<file path="config.mk">
export PLATFORM = sky130hd
export DESIGN_NAME = fastq_record_parser
export DESIGN_NICKNAME = d
export VERILOG_FILES = /design/src/fqp_pkg.sv /design/src/fqp_front.sv /design/src/fqp_cmd_fifo.sv /design/src/fqp_back.sv /design/src/fastq_record_parser.sv
export SDC_FILE = /design/constraint.sdc
export NUM_CORES = 1
export LEC_CHECK = 0
export ABC_AREA = 1
export BUFFER_PORTS_ARGS = -buffer_cell sky130_fd_sc_hd__buf_2
export CORE_MARGIN = 2
export CORE_UTILIZATION = 60
export CTS_CLUSTER_SIZE = 10
export DETAILED_ROUTE_END_ITERATION = 6
export PLACE_DENSITY = 0.81
export SLEW_MARGIN = 10
export SYNTH_ARGS = -nofsm -noshare
export SYNTH_HDL_FRONTEND = slang
export SYNTH_SLANG_ARGS = --single-unit
</file>
<file path="constraint.sdc">
create_clock -name clk -period 9.6 [get_ports clk]
set_input_delay 0.96 -clock clk [delete_from_list [all_inputs] [get_ports clk]]
set_output_delay 0.96 -clock clk [all_outputs]
set_load 0.02 [all_outputs]
</file>
<file path="src/fqp_pkg.sv">
// ----------------------------------------------------------------------------
// fqp_pkg: shared types and constants for the fastq record parser
// Input and result beat layouts, the command passed from front to back,
// character codes and counter widths.
// ----------------------------------------------------------------------------
package fqp_pkg;

    // counter widths and saturation limits
    localparam int BASE_COUNT_BITS   = 20;
    localparam int HEADER_COUNT_BITS = 16;
    localparam int RECORD_BITS       = 32;

    localparam logic [BASE_COUNT_BITS-1:0]   BASE_MAX   = '1;
    localparam logic [HEADER_COUNT_BITS-1:0] HEADER_MAX = '1;

    // command queue between front and back
    localparam int CMD_DEPTH = 4;
    localparam int CMD_PTR_BITS = $clog2(CMD_DEPTH);
    localparam int CMD_CNT_BITS = $clog2(CMD_DEPTH + 1);

    // character codes
    localparam logic [7:0] CH_AT    = 8'h40;
    localparam logic [7:0] CH_PLUS  = 8'h2B;
    localparam logic [7:0] CH_CR    = 8'h0D;
    localparam logic [7:0] CH_LF    = 8'h0A;
    localparam logic [7:0] CH_TAB   = 8'h09;
    localparam logic [7:0] CH_SPACE = 8'h20;

    typedef enum logic [1:0] {
        KIND_HEADER = 2'd0,
        KIND_BASE   = 2'd1,
        KIND_END    = 2'd2,
        KIND_ERROR  = 2'd3
    } kind_t;

    typedef struct packed {
        logic [7:0] data_byte;
        logic       stream_end;
    } item_t;

    typedef struct packed {
        kind_t                        kind;
        logic [7:0]                   byte_value;
        logic [BASE_COUNT_BITS-1:0]   base_count;
        logic [HEADER_COUNT_BITS-1:0] header_count;
        logic [RECORD_BITS-1:0]       record_number;
    } result_t;

    // one command per result beat still to be built
    typedef struct packed {
        kind_t      kind;
        logic [7:0] value;
    } cmd_t;

    function automatic logic is_space(input logic [7:0] c);
        return ((c >= CH_TAB) && (c <= CH_CR)) || (c == CH_SPACE);
    endfunction

    function automatic logic is_eol(input logic [7:0] c);
        return (c == CH_CR) || (c == CH_LF);
    endfunction

endpackage

</file>
<file path="src/fqp_front.sv">
// ----------------------------------------------------------------------------
// fqp_front: byte classifier
// Tracks the record phase and turns each input beat into at most one
// command for the back end.
// ----------------------------------------------------------------------------
module fqp_front
    import fqp_pkg::*;
(
    input  logic  clk,
    input  logic  rst_n,
    input  logic  accept,
    input  item_t item,
    output logic  cmd_valid,
    output cmd_t  cmd
);

    typedef enum logic [2:0] {
        PH_SEEK,
        PH_HDR_LEAD,
        PH_HDR,
        PH_SEQ,
        PH_PLUS,
        PH_PLUS_CR,
        PH_QUAL
    } phase_t;

    phase_t phase_reg, phase_next;
    logic   error_reg, error_next;
    logic [7:0] c;

    assign c = item.data_byte;

    always_comb
    begin
        phase_next = phase_reg;
        error_next = error_reg;
        cmd_valid  = 1'b0;
        cmd.kind   = KIND_END;
        cmd.value  = 8'd0;
        if (error_reg)
        begin
            // sticky error: everything is dropped
        end
        else if (item.stream_end)
        begin
            if (phase_reg != PH_SEEK)
            begin
                cmd_valid  = 1'b1;
                phase_next = PH_SEEK;
            end
        end
        else
        begin
            case (phase_reg)
                PH_SEEK:
                begin
                    if (is_space(c))
                    begin
                    end
                    else if (c == CH_AT)
                    begin
                        phase_next = PH_HDR_LEAD;
                    end
                    else
                    begin
                        error_next = 1'b1;
                        cmd_valid  = 1'b1;
                        cmd.kind   = KIND_ERROR;
                        cmd.value  = c;
                    end
                end
                PH_HDR_LEAD, PH_HDR:
                begin
                    if (is_eol(c))
                    begin
                        phase_next = PH_SEQ;
                    end
                    else if (!(phase_reg == PH_HDR_LEAD && is_space(c)))
                    begin
                        phase_next = PH_HDR;
                        cmd_valid  = 1'b1;
                        cmd.kind   = KIND_HEADER;
                        cmd.value  = c;
                    end
                end
                PH_SEQ:
                begin
                    if (is_space(c))
                    begin
                    end
                    else if (c == CH_PLUS)
                    begin
                        phase_next = PH_PLUS;
                    end
                    else
                    begin
                        cmd_valid = 1'b1;
                        cmd.kind  = KIND_BASE;
                        cmd.value = c;
                    end
                end
                PH_PLUS:
                begin
                    if (c == CH_CR)
                    begin
                        phase_next = PH_PLUS_CR;
                    end
                    else if (c == CH_LF)
                    begin
                        phase_next = PH_QUAL;
                    end
                end
                PH_PLUS_CR:
                begin
                    // lf completes crlf, a second cr ends an empty quality line
                    if (c == CH_CR)
                    begin
                        cmd_valid  = 1'b1;
                        phase_next = PH_SEEK;
                    end
                    else
                    begin
                        phase_next = PH_QUAL;
                    end
                end
                PH_QUAL:
                begin
                    if (is_eol(c))
                    begin
                        cmd_valid  = 1'b1;
                        phase_next = PH_SEEK;
                    end
                end
                default:
                begin
                    phase_next = PH_SEEK;
                end
            endcase
        end
    end

    always_ff @(posedge clk or negedge rst_n)
    begin
        if (!rst_n)
        begin
            phase_reg <= PH_SEEK;
            error_reg <= 1'b0;
        end
        else if (accept)
        begin
            phase_reg <= phase_next;
            error_reg <= error_next;
        end
    end

endmodule

</file>
<file path="src/fqp_cmd_fifo.sv">
// ----------------------------------------------------------------------------
// fqp_cmd_fifo: command queue
// Small register queue that decouples the classifier from the result builder.
// ----------------------------------------------------------------------------
module fqp_cmd_fifo
    import fqp_pkg::*;
(
    input  logic clk,
    input  logic rst_n,
    input  logic wr_en,
    input  cmd_t wr_cmd,
    output logic full,
    input  logic rd_en,
    output logic rd_valid,
    output cmd_t rd_cmd
);

    cmd_t                    mem_reg [CMD_DEPTH];
    logic [CMD_PTR_BITS-1:0] wr_ptr_reg;
    logic [CMD_PTR_BITS-1:0] rd_ptr_reg;
    logic [CMD_CNT_BITS-1:0] count_reg;

    assign full     = (count_reg == CMD_CNT_BITS'(CMD_DEPTH));
    assign rd_valid = (count_reg != '0);
    assign rd_cmd   = mem_reg[rd_ptr_reg];

    always_ff @(posedge clk)
    begin
        if (wr_en)
        begin
            mem_reg[wr_ptr_reg] <= wr_cmd;
        end
    end

    always_ff @(posedge clk or negedge rst_n)
    begin
        if (!rst_n)
        begin
            wr_ptr_reg <= '0;
            rd_ptr_reg <= '0;
            count_reg  <= '0;
        end
        else
        begin
            if (wr_en)
            begin
                wr_ptr_reg <= wr_ptr_reg + 1'b1;
            end
            if (rd_en)
            begin
                rd_ptr_reg <= rd_ptr_reg + 1'b1;
            end
            case ({wr_en, rd_en})
                2'b10:   count_reg <= count_reg + 1'b1;
                2'b01:   count_reg <= count_reg - 1'b1;
                default: count_reg <= count_reg;
            endcase
        end
    end

endmodule

</file>
<file path="src/fqp_back.sv">
// ----------------------------------------------------------------------------
// fqp_back: result builder
// Keeps the per-record counters and turns commands into result beats held
// in an output register.
// ----------------------------------------------------------------------------
module fqp_back
    import fqp_pkg::*;
(
    input  logic    clk,
    input  logic    rst_n,
    input  logic    cmd_valid,
    input  cmd_t    cmd,
    output logic    cmd_pop,
    output logic    empty,
    input  logic    pop,
    output result_t result
);

    logic [BASE_COUNT_BITS-1:0]   base_reg, base_next;
    logic [HEADER_COUNT_BITS-1:0] header_reg, header_next;
    logic [RECORD_BITS-1:0]       record_reg, record_next;
    logic                         out_valid_reg;
    result_t                      out_reg, out_next;

    assign empty   = !out_valid_reg;
    assign result  = out_reg;
    assign cmd_pop = cmd_valid && (!out_valid_reg || pop);

    always_comb
    begin
        base_next                = base_reg;
        header_next              = header_reg;
        record_next              = record_reg;
        out_next.kind            = cmd.kind;
        out_next.byte_value      = cmd.value;
        out_next.base_count      = '0;
        out_next.header_count    = '0;
        out_next.record_number   = record_reg;
        case (cmd.kind)
            KIND_HEADER:
            begin
                if (header_reg != HEADER_MAX)
                begin
                    header_next = header_reg + 1'b1;
                end
            end
            KIND_BASE:
            begin
                if (base_reg != BASE_MAX)
                begin
                    base_next = base_reg + 1'b1;
                end
            end
            KIND_END:
            begin
                out_next.byte_value   = 8'd0;
                out_next.base_count   = base_reg;
                out_next.header_count = header_reg;
                base_next             = '0;
                header_next           = '0;
                record_next           = record_reg + 1'b1;
            end
            default:
            begin
                // format error: no counter change
            end
        endcase
    end

    always_ff @(posedge clk)
    begin
        if (cmd_pop)
        begin
            out_reg <= out_next;
        end
    end

    always_ff @(posedge clk or negedge rst_n)
    begin
        if (!rst_n)
        begin
            base_reg      <= '0;
            header_reg    <= '0;
            record_reg    <= '0;
            out_valid_reg <= 1'b0;
        end
        else
        begin
            if (cmd_pop)
            begin
                base_reg   <= base_next;
                header_reg <= header_next;
                record_reg <= record_next;
            end
            if (cmd_pop)
            begin
                out_valid_reg <= 1'b1;
            end
            else if (pop)
            begin
                out_valid_reg <= 1'b0;
            end
        end
    end

endmodule

</file>
<file path="src/fastq_record_parser.sv">
// ----------------------------------------------------------------------------
// fastq_record_parser: streaming fastq record parser
// Takes fastq text one byte per beat and gives header bytes, sequence bases,
// record-end summaries and a sticky format error as result beats.
// ----------------------------------------------------------------------------
// One input beat is taken per clock while full is low; each beat yields at
// most one result beat, so the sustained rate is one byte per cycle with
// pop held high. The front classifier decides each byte in the cycle it is
// pushed and writes a command into a four-entry queue; the back end turns
// one command per cycle into a result held in an output register, while
// that register is free or being popped. A result passes through the command
// queue and the output register before it reaches the result port. full
// rises only when the command queue holds four pending beats, i.e. when pop
// has been low long enough. Records open with '@' after optional whitespace;
// anything else gives one error beat and then the block drops all input
// until reset. An end-of-stream beat inside a record closes it with a
// record-end beat. Base and header counts saturate, the record number wraps.
module fastq_record_parser
    import fqp_pkg::*;
(
    input  logic    clk,
    input  logic    rst_n,
    // input side
    input  logic    push,
    output logic    full,
    input  item_t   item,
    // result side
    output logic    empty,
    input  logic    pop,
    output result_t result
);

    logic accept;
    logic front_valid;
    cmd_t front_cmd;
    logic q_valid;
    cmd_t q_cmd;
    logic q_pop;

    // a beat is taken whenever the queue has room
    assign accept = push && !full;

    fqp_front u_front (
        .clk       (clk),
        .rst_n     (rst_n),
        .accept    (accept),
        .item      (item),
        .cmd_valid (front_valid),
        .cmd       (front_cmd)
    );

    // only beats that produce a result take a queue slot
    fqp_cmd_fifo u_fifo (
        .clk      (clk),
        .rst_n    (rst_n),
        .wr_en    (accept && front_valid),
        .wr_cmd   (front_cmd),
        .full     (full),
        .rd_en    (q_pop),
        .rd_valid (q_valid),
        .rd_cmd   (q_cmd)
    );

    fqp_back u_back (
        .clk       (clk),
        .rst_n     (rst_n),
        .cmd_valid (q_valid),
        .cmd       (q_cmd),
        .cmd_pop   (q_pop),
        .empty     (empty),
        .pop       (pop),
        .result    (result)
    );

endmodule

</file>
==> reports/metrics.yaml, run 1 <==
worst_setup_path:
  cpMostUsedCell: "nand2_1"
  worst-path-max-fanout: 36
  r2r_start: "u_fifo.rd_ptr_reg[0]$_DFFE_PN0P_"
  worst_setup_path_end_kind: "flip-flop"
  start_kind: "flip-flop"
  ff2ff_setup_slack_ns: 6.31
  r2r_end: "u_back.base_reg[3]$_DFFE_PN0P_"
  ff2ff_path_depth: 10
  critPathKind: "flip-flop to flip-flop"
  cp-startpoint: "u_fifo.rd_ptr_reg[0]$_DFFE_PN0P_"
  slowest_delay_ns: 0.81
  critical_path_arrival_ns: 3.65
  crit_slowest_cell: "dfrtp_1"
  crit_chain: "inv_2 -> nand2_1 -> nand3_1 -> nand2_1 -> inv_2 -> nor2_8 -> nand2_4 -> nand2_2 -> nand4_1 -> nand2_1"
  worstPathRequired_ns: 9.96
detailed_routing:
  antenna_left: 0
  via_count: 7186
  wl_per_cell_microns: 14.78
  drt-total-wl_mm: 19.61
  drtIter0Drc: 638
  drt_pre_antenna_iters: 5
  drc: 0
  via_per_inst: 5.415
floorplanning:
  ios: 93
  coreArea_sq_mm: 0.01526
  initial_core_util_pct: 61.64
  chipWidth_microns: 129.2
  fp.dieH_microns: 129.2
  num_rows: 45
  dieArea_sq_mm: 0.01669
cells_and_area:
  synthToLayoutAreaGrowth_pct: 13.01
  layout-drive-gt1-share_pct: 13.17
  fill_cells: 1142
  layout.nets: 1125
  num_antenna_cells: 0
  finalNonFillerCells: 1327
  largest_reg_flops: 78
  design_area_sq_mm: 0.01063
pwr:
  p_int_mw: 1.875
  switchingPower_mw: 1.149
  p_total_mw: 3.024
  share_comb_of_total_power_pct: 31.1
  clkPwrFrac_pct: 24.4
  p_leak_nw: 4.714
  ir_worst_vdd_mv: 0.1657
  swShare_pct: 37.98
  seqPwrFrac_pct: 44.6
  cellPowerDensity_mw_per_mm2: 284.5
yosys:
  synth-simple-area-share_pct: 24.20
  yosys-top-cells-area: "edfxtp_1, dfrtp_1, nand2_1"
  synth_area_per_cell_sq_um: 9.257
  ys_ff_latch: 198
  synthesis.nets: 1038
  yosys.area_share.xor_xnor_pct: 5.029
  synth_top_family_by_area: "simple AND/OR/NAND/NOR gates"
  synth_fa_ha_area_share_pct: 1.277
  yosysWarnings: 0
  synth_area_sq_mm: 0.009405
  yosysTopAreaCellShare_pct: 37.67
  synth_compound_area_share_pct: 4.536
  synth_seq_area_share_pct: 58.96
  synth.area.mux_share_pct: 0
  synth.distinct_cells: 35
  yosys.area.top_type: "edfxtp_1"
  synthCells: 1016
cts:
  cts-resized-gates: 0
  clk_pin_slew_ns: 0.07
  cts_tree: "built"
  postCtsSetupBuffers: 0
  cts_hold_buffers: 0
  cts_buffer_depth: 2
  cts.sinks: 198
  htree_levels: 4
  cts_root_buf: "clkbuf_16"
  numCtsBuffers: 17
  clk_latency_ns: 0.44
placed_design:
  dpl.hpwl_mm: 12.86
  gp_congestion: 0.9059
  dp.cells: 1295
  port_buffers: 92
  placed_area_sq_mm: 0.01002
timing:
  fin_crit_sh_pct: 34.27
  rsz0062_at_grt: "no"
  finalHoldViolCount: 0
  maxSlewHeadroom_pct: 33.08
  worstMarginPinSlew_ns: 1.004
  slew_violations: 0
  fin_worst_skew_ns: 0.008357
  finalSetupTns_ns: 0
  holdWs_ns: 0.3414
  fmax_mhz: 304.0
  fin_crit_ns: 3.290
  setup_viol: 0
grt:
  antenna_found_initial: 0
  track_usage_pct: 24.35
  grt_pass1_vias: 6751
  grt_use_met2_pct: 40.65
  overflow: 0
  use_met3_pct: 4.459
  busiest_layer: "met2"
  grt_pass1_wl_mm: 31.58
  grt_max_degree: 81
  met1_usage_pct: 31.67
job:
  drv_cap: 0
status:
  status: "finished clean"
hold_path:
  holdCritPathClass: "primary input to async pin"
logic make-up after synthesis:
kind of cell | count (synthesis)
DFF | 198
buffers and inverters | 141
and+or+nand+nor | 532
adders and majority gates | 9
xor gates and xnor gates | 54
AOI/OAI and AO/OA | 82
layout make-up:
type / instances / area (sq um) / area share (%)
tap: 211 / 264.0 / 2.484
timing repair buffer: 94 / 478.0 / 4.497
multi-input combinational: 677 / 3296 / 31.01
clock buffer: 18 / 439.2 / 4.132
clock inverter: 14 / 173.9 / 1.636
sequential: 198 / 5545 / 52.17
inverter: 115 / 432.9 / 4.073
worst max-delay path: cells and delay by family (launching register included):
kind | cells | cell delay [ns]
buf+inv | 2 | 0.40
flops | 1 | 0.81
simple gates | 8 | 1.98
Yosys cell counts, drive strengths merged:
master,n
nand4,31
clkbuf,14
o211ai,1
ha,8
dfrtp,80
xnor2,4
nand2,223
a31oi,1
fa,1
nor4,4
nand3,63
edfxtp,118
xor2,50
nor3b,1
a22oi,1
buf,12
o31ai,1
o21ai,62
a21oi,16
and2,1
inv,115
nor3,32
nor2,177
layout by cell type, fill, tap and decap left out:
cell,Yosys,layout
a31oi_1,1,1
inv_2,7,7
clkbuf_8,0,1
nor2_1,176,176
o21ai_0,40,40
nor4_1,4,4
buf_4,1,3
clkinvlp_4,0,4
dfrtp_1,80,80
nand4_1,31,31
bufinv_16,0,3
nor3_2,4,4
nand3_1,61,61
fa_1,1,1
edfxtp_1,118,118
ha_1,8,8
o21ai_2,2,2
nor3_1,28,28
nand2_2,2,2
nand3_2,2,2
nand2_1,219,219
o31ai_1,1,1
o211ai_1,1,1
nor2_8,1,1
clkinv_2,0,3
a21oi_1,16,16
xnor2_1,4,4
clkinv_4,0,1
and2_1,1,1
buf_2,6,91
clkbuf_16,0,17
nor3b_1,1,1
a22oi_1,1,1
nand2_4,2,2
o21ai_1,20,20
inv_1,108,107
inv_6,0,4
xor2_1,50,50
routing by layer:
metal,up-vias,part of all wire (%)
met3,44,6.4
met5,-,0
met4,0,2.3
met1,3370,43
li1,3499,-
met2,273,48
how the worst max path moves through the flow:
stage                                       to  slack [ns]  cells after the start
2_1_floorplan  u_fifo.count_reg[2]$_DFFE_PN0P_        5.63                     11
3_3_place_gp   u_fifo.count_reg[2]$_DFFE_PN0P_        6.33                     13
3_5_place_dp   u_fifo.count_reg[2]$_DFFE_PN0P_        6.24                     19
4_1_cts         u_back.base_reg[3]$_DFFE_PN0P_        6.38                     10
5_1_grt         u_back.base_reg[6]$_DFFE_PN0P_        6.07                     11
6_report        u_back.base_reg[3]$_DFFE_PN0P_        6.31                     10
stage by stage:
| step | setup slack, ns | utilization (%) |
|---|---|---|
| after global placement | 6.329 | 65.64 |
| final | 6.310 | 69.66 |
| after global routing | 6.073 | 69.66 |
| after detailed placement | 6.240 | 65.64 |
| after floorplan | 5.628 | - |
| after CTS | 6.377 | 69.66 |
power groups by stage:
stage               registers, mW  logic, mW  clock network, mW
floorplan                    1.51      0.533                  0
global placement             1.36      0.906                  0
detailed placement           1.36      0.935                  0
CTS                          1.35      0.942              0.740
global route                 1.38       1.04              0.773
finish                       1.35      0.939              0.737
No activity file was read; power rests on OpenSTA's default activity.
==> run 2, diff against run 1 <==
Settings changed: CORE_UTILIZATION 60 to 59, PLACE_DENSITY 0.81 to 0.8.
Clock period 9.6 ns to 3.2 ns, I/O delays scaled along.
==> reports/metrics.yaml, run 2 (synthesized netlist as in run 1, its figures left out) <==
status:
  status: "finished clean"
grt:
  grt_pass1_wl_mm: 31.33  # -0.79%
  overflow: 0  # unchanged
  grt_max_degree: 65  # -20%
  grt_pass1_vias: 6548  # -3.0%
  track_usage_pct: 23.72  # -0.63 points
  antenna_found_initial: 0  # unchanged
detailed_routing:
  drc: 0  # unchanged
  drt_pre_antenna_iters: 5  # unchanged
  drt-total-wl_mm: 18.95  # -3.4%
  via_count: 7050  # -1.9%
  wl_per_cell_microns: 14.09  # -4.7%
  antenna_left: 0  # unchanged
  via_per_inst: 5.242  # -3.2%
  drtIter0Drc: 622  # -2.5%
placed_design:
  gp_congestion: 0.9211  # +1.7%
  pre_cts_slack_ns: 0.5170  # -5.723 ns
  dp.cells: 1312  # +1.3%
  dpl.hpwl_mm: 12.94  # +0.61%
  port_buffers: 92  # unchanged
cts:
  clk_latency_ns: 0.44  # about the same
  cts_tree: "built"
  htree_levels: 4  # unchanged
  cts_buffer_depth: 2  # unchanged
  cts.sinks: 198  # unchanged
  cts_hold_buffers: 1  # +1
  postCtsSetupBuffers: 0  # unchanged
  cts_root_buf: "clkbuf_16"
  cts-resized-gates: 0  # unchanged
  clk_pin_slew_ns: 0.07  # about the same
  numCtsBuffers: 17  # unchanged
floorplanning:
  num_rows: 46  # +2.2%
  chipWidth_microns: 130.3  # +0.82%
  dieArea_sq_mm: 0.01697  # +1.6%
  coreArea_sq_mm: 0.01571  # +3.0%
  fp.dieH_microns: 130.3  # +0.82%
  initial_core_util_pct: 59.86  # -1.8 points
  ios: 93  # unchanged
cells_and_area:
  layout.nets: 1138  # +1.2%
  finalNonFillerCells: 1345  # +1.4%
  final_common_cell: "nand2_1"
  synthToLayoutAreaGrowth_pct: 14.02
  num_antenna_cells: 0  # unchanged
  largest_reg_flops: 78  # unchanged
  final_cell_mix: "nand2_1, nor2_1, edfxtp_1"
  layout-drive-gt1-share_pct: 13.82  # +0.65 points
worst_setup_path:
  crit_chain: "ha_1 -> nand2_1 -> nor3_2 -> nand4_1 -> o21ai_2 -> nand2_2 -> a21oi_1 -> nor2_1"
  critPathKind: "flip-flop to flip-flop"
  cp-startpoint: "u_back.base_reg[0]$_DFFE_PN0P_"
  critical_path_arrival_ns: 2.93  # -0.72 ns
  slowest_delay_ns: 0.46  # -0.35 ns
  crit_slowest_cell: "o21ai_2"
  worst-path-max-fanout: 29  # -19%
  r2r_start: "u_back.base_reg[0]$_DFFE_PN0P_"
  worstPathRequired_ns: 3.54  # -6.42 ns
  worst_setup_path_end_kind: "flip-flop"
  start_kind: "flip-flop"
pwr:
  p_int_mw: 5.584  # +200%
  clkPwrFrac_pct: 23.9  # -0.5 points
  switchingPower_mw: 3.457  # +200%
  cellPowerDensity_mw_per_mm2: 843.0  # +200%
  p_leak_nw: 4.777  # +1.3%
  share_comb_of_total_power_pct: 31.8  # +0.7 points
  seqPwrFrac_pct: 44.2  # -0.4 points
  swShare_pct: 38.24  # +0.26 points
  ir_worst_vdd_mv: 0.4795  # +190%
timing:
  worstMarginPinSlew_ns: 0.8145  # -0.1892 ns
  rsz0062_at_grt: "no"
  setup_viol: 0  # unchanged
  setup_ws_ns: 0.6113  # -5.699 ns
  fin_crit_ns: 2.589  # -0.7011 ns
  maxSlewHeadroom_pct: 45.70  # +13 points
  fin_crit_sh_pct: 80.90  # +47 points
  holdWs_ns: 0.1636  # -0.1779 ns
  finalHoldViolCount: 0  # unchanged
  fmax_mhz: 386.3  # +27%
  finalSetupTns_ns: 0  # unchanged
  fin_worst_skew_ns: 0.01110  # +0.002739 ns
  slew_violations: 0  # unchanged
job:
  drv_cap: 0  # unchanged
hold_path:
  hold_start: "pop"
  holdCritPathClass: "primary input to flip-flop"
run 2: cell count changes in the layout (fill, tap and decap cells not counted), moves of 2 or more:
cell | previous run | this run
buf_4 | 3 | 15
clkinv_2 | 3 | 0
clkinv_4 | 1 | 4
clkinvlp_4 | 4 | 1
inv_8 | 0 | 3
clkbuf_1 | 0 | 2
inv_6 | 4 | 2
run 2: worst paths after layout:
path,to,slack (ns),depth (start not counted)
setup / recovery,u_back.base_reg[6]$_DFFE_PN0P_,0.61,8
hold / removal,u_back.out_valid_reg$_DFFE_PN0P_,0.16,4
setup reg to reg,u_back.base_reg[6]$_DFFE_PN0P_,0.61,8
hold reg to reg,u_back.result[30]$_DFFE_PP_,0.46,0
max in group asynchronous,u_fifo.count_reg[1]$_DFFE_PN0P_,2.05,3
min in group asynchronous,u_back.header_reg[6]$_DFFE_PN0P_,0.44,2
run 2: per-stage QoR:
| step | power, mW | util, % | area, sq um |
|---|---|---|---|
| 2_1_floorplan | 6.109 | - | 9409 |
| 3_3_place_gp | 6.830 | 64.37 | 10110 |
| 3_5_place_dp | 6.916 | 64.37 | 10110 |
| 4_1_cts | 9.090 | 68.25 | 10720 |
| 5_1_grt | 9.591 | 68.25 | 10720 |
| 6_report | 9.040 | 68.25 | 10720 |
run 2: worst max-delay path: cells and delay by family (launching register included):
kind / cells / cell delay, ns
fa+ha+maj: 1 / 0.29
simple gates: 5 / 1.05
flops: 1 / 0.41
compound gates: 2 / 0.74
run 2: layer usage:
metal  GRT usage [%]  wire length [microns]  share of wire [%]  vias up
met5               0                      0                  0        -
met4           7.717                    285                1.5        0
met3           4.182                    826                4.4       25
met2           38.93                   9252                 49      210
met1           32.49                   8582                 45     3294
li1                -                      -                  -     3521
run 2: layout make-up:
| type | count | area [sq um] |
|---|---|---|
| flip-flops and latches | 198 | 5545 |
| multi-input cells | 677 | 3296 |
| clock buffers | 19 | 432.9 |
| repair buffers | 107 | 578.1 |
| inverters | 115 | 435.4 |
| clock inverters | 13 | 166.4 |
| fillers | 1212 | 4989 |
| well taps | 216 | 270.3 |
run 2: power by group through the flow:
stage / registers [mW] / logic [mW] / clock network (mW)
final: 4.00 / 2.88 / 2.16
after global routing: 4.09 / 3.22 / 2.28
after CTS: 4.00 / 2.90 / 2.19
after detailed placement: 4.04 / 2.88 / 0
after global placement: 4.02 / 2.81 / 0
after floorplan: 4.51 / 1.60 / 0
==> run 3, diff against run 2 <==
Settings changed: ABC_AREA 1 to 0.
Clock period 3.2 ns to 2.5 ns, I/O delays scaled along.
==> reports/metrics.yaml, run 3 <==
cells_and_area:
  largest_reg_flops: 78  # unchanged
  synthToLayoutAreaGrowth_pct: 18.45
  utilization_pct: 70.87  # +2.6 points
  layout-drive-gt1-share_pct: 25.31  # +11 points
  fill_cells: 963  # -21%
  final_common_cell: "edfxtp_1"
  layout.nets: 815  # -28%
  finalNonFillerCells: 990  # -26%
  final_cell_mix: "edfxtp_1, buf_2, dfrtp_1"
  num_antenna_cells: 0  # unchanged
floorplanning:
  initial_core_util_pct: 59.83  # about the same
  num_rows: 44  # -4.3%
  coreArea_sq_mm: 0.01437  # -8.6%
  chipWidth_microns: 124.7  # -4.3%
  dieArea_sq_mm: 0.01555  # -8.3%
  ios: 93  # unchanged
  fp.dieH_microns: 124.7  # -4.3%
hold_path:
  hold_depth: 2  # -2
  hold_start: "pop"
  holdCritPathClass: "primary input to flip-flop"
  hold_path_end: "u_back.out_valid_reg$_DFFE_PN0P_"
yosys:
  yosys-top-cells-area: "edfxtp_1, dfrtp_1, xnor2_1"
  synthCells: 659  # -35%
  synth_area_per_cell_sq_um: 13.05  # +41%
  yosysTopAreaCellShare_pct: 41.22  # +3.5 points
  async_flop_share_pct: 40.40  # unchanged
  ys_ff_latch: 198  # unchanged
  synth_top_family_by_area: "simple AND/OR/NAND/NOR gates"
  synth_area_sq_mm: 0.008597  # -8.6%
  synth-simple-area-share_pct: 16.42  # -7.8 points
  synth.distinct_cells: 60  # +71%
  synthesis.nets: 681  # -34%
  synth-main-ff-cell: "edfxtp_1"
  synth_commonest_cells: "edfxtp_1, dfrtp_1, nor2_1, xnor2_1"
  synth_seq_area_share_pct: 64.50  # +5.5 points
  synth_most_common_cell: "edfxtp_1"
  synth_fa_ha_area_share_pct: 1.514  # +0.24 points
  synth.area.mux_share_pct: 3.493  # +3.5 points
  yosys.area.top_type: "edfxtp_1"
  synth-edff-count: 118  # unchanged
  yosys.area_share.xor_xnor_pct: 6.418  # +1.4 points
  synth_compound_area_share_pct: 5.400  # +0.86 points
  yosysWarnings: 0  # unchanged
pwr:
  p_int_mw: 6.140  # +10%
  switchingPower_mw: 2.291  # -34%
  cellPowerDensity_mw_per_mm2: 827.9  # -1.8%
  share_comb_of_total_power_pct: 18.4  # -13 points
  p_leak_nw: 4.101  # -14%
  swShare_pct: 27.17  # -11 points
  ir_worst_vdd_mv: 0.5526  # +15%
  seqPwrFrac_pct: 49.1  # +4.9 points
  clkPwrFrac_pct: 32.5  # +8.6 points
grt:
  grt_pass1_wl_mm: 27.34  # -13%
  antenna_found_initial: 0  # unchanged
  grt_max_degree: 46  # -29%
  track_usage_pct: 22.09  # -1.6 points
  grt_pass1_vias: 5524  # -16%
  overflow: 0  # unchanged
detailed_routing:
  drt-total-wl_mm: 16.38  # -14%
  wl_per_cell_microns: 16.55  # +17%
  via_per_inst: 5.666  # +8.1%
  antenna_left: 0  # unchanged
  drtIter0Drc: 477  # -23%
  drt_pre_antenna_iters: 4  # -1
  drc: 0  # unchanged
  via_count: 5609  # -20%
timing:
  setup_viol: 0  # unchanged
  finalHoldViolCount: 0  # unchanged
  fmax_mhz: 414.1  # +7.2%
  fin_crit_ns: 2.415  # -0.1738 ns
  rsz0062_at_grt: "yes"
  fin_crit_sh_pct: 96.60  # +16 points
  setup_ws_ns: 0.08510  # -0.5262 ns
  fin_worst_skew_ns: 0.007346  # -0.003749 ns
  slew_violations: 0  # unchanged
  worstMarginPinSlew_ns: 0.5977  # -0.2168 ns
  maxSlewHeadroom_pct: 60.15  # +14 points
placed_design:
  port_buffers: 92  # unchanged
  gp_congestion: 0.9172  # -0.42%
  dpl.hpwl_mm: 11.20  # -13%
  pre_cts_slack_ns: -0.2828  # -0.7998 ns
  dp.cells: 955  # -27%
worst_setup_path:
  r2r_end: "u_back.header_reg[3]$_DFFE_PN0P_"
  worst_setup_path_end_kind: "flip-flop"
  cp.buffers_inverters: 1  # +1
  cp_top_family: "simple AND/OR/NAND/NOR gates"
  critPathKind: "flip-flop to flip-flop"
  worst-path-max-fanout: 9  # -69%
  start_kind: "flip-flop"
  worstPathRequired_ns: 2.85  # -0.69 ns
  r2r_start: "u_fifo.rd_ptr_reg[0]$_DFFE_PN0P_"
  critical_path_arrival_ns: 2.76  # -0.17 ns
  ff2ff_path_depth: 6  # -2
  crit_slowest_cell: "mux4_2"
  slowest_delay_ns: 0.60  # +0.14 ns
  crit_chain: "mux4_2 -> or3_4 -> a21o_1 -> buf_4 -> or3_1 -> a21oi_1"
  ff2ff_setup_slack_ns: 0.09  # -0.53 ns
cts:
  clk_pin_slew_ns: 0.07  # about the same
  numCtsBuffers: 17  # unchanged
  cts_tree: "built"
  clk_latency_ns: 0.43  # about the same
  htree_levels: 4  # unchanged
  cts.sinks: 198  # unchanged
  cts_root_buf: "clkbuf_16"
  cts_buffer_depth: 2  # unchanged
job:
  drv_cap: 0  # unchanged
status:
  status: "finished clean"
## run 3: cell types whose count changed in the layout (fill, tap and decap cells not counted), sizes merged, moves of 12 or more
| cell | delta |
|---|---|
| nand2 | -184 |
| nor2 | -126 |
| inv | -98 |
| o21ai | -47 |
| xnor2 | +47 |
| and2 | +38 |
| xor2 | -38 |
| nand3 | -35 |
| buf | +34 |
| nor3 | -21 |
| nor2b | +15 |
| and4 | +12 |
## run 3: worst max-delay path by stage
stage	startpoint	end	slack, ns	cells past startpoint
2_1_floorplan	item[5]	u_fifo.count_reg[2]$_DFFE_PN0P_	-0.33	12
3_3_place_gp	item[5]	u_fifo.count_reg[2]$_DFFE_PN0P_	-0.25	12
3_5_place_dp	item[5]	u_fifo.count_reg[2]$_DFFE_PN0P_	-0.28	12
4_1_cts	u_fifo.rd_ptr_reg[0]$_DFFE_PN0P_	u_back.header_reg[3]$_DFFE_PN0P_	0.007	6
5_1_grt	u_front.phase_reg[1]$_DFFE_PN0P_	u_fifo.count_reg[2]$_DFFE_PN0P_	-0.01	12
6_report	u_fifo.rd_ptr_reg[0]$_DFFE_PN0P_	u_back.header_reg[3]$_DFFE_PN0P_	0.09	6
## run 3: timing repair
item | 4_1_cts | 5_1_grt
endpoints found under the setup margin | 1 | 16
setup buffers | 0 | 2
hold buffers | 1 | 0
pin swaps | 0 | 1
resized for setup | 1 | 3
hold endpoints to repair | 43 | 0
## run 3: cells by family after synthesis
| logic type | Yosys count |
|---|---|
| buffers and inverters | 48 |
| AOI/OAI and AO/OA | 67 |
| adders and majority gates | 10 |
| muxes | 17 |
| and+or+nand+nor | 256 |
| DFF | 198 |
| xor gates and xnor gates | 63 |
## run 3: area by class of cell
class                   instances  area (sq um)  share of cell area, %
clock inverters                10         126.4                  1.241
inverters                      22         83.83                 0.8232
clock buffers                  22         474.2                  4.657
flip-flops and latches        198          5547                  54.47
repair buffers                141         833.3                  8.183
multi-input cells             413          2889                  28.37
well taps                     184         230.2                  2.261
## run 3: power by group through the flow
stage                     registers (mW)  logic (mW)  clock network (mW)
after floorplan                     4.55       0.640                   0
after global placement              4.19        1.50                   0
final                               4.14        1.55                2.74
after CTS                           4.14        1.55                2.78
after global routing                4.18        1.68                2.90
after detailed placement            4.20        1.55                   0
## run 3: layer usage
layer / vias up / track usage (%) / wire length [microns]
met5: - / 0 / 0
met4: 0 / 7.469 / 279
met3: 28 / 5.241 / 842
met2: 199 / 36.03 / 8258
met1: 2744 / 29.50 / 7003
li1: 2638 / - / -
## run 3: stage by stage
stage          instance area (sq um)  total power [mW]  hold WS [ns]  TNS [ns]
3_3_place_gp                    9548             5.695        0.2813   -0.5068
6_report                       10180             8.431       0.02901         0
5_1_grt                        10180             8.754       0.03723  -0.01450
4_1_cts                        10160             8.476       0.01257         0
2_1_floorplan                   8625             5.194      -0.04559    -2.977
3_5_place_dp                    9548             5.752        0.2925    -1.977
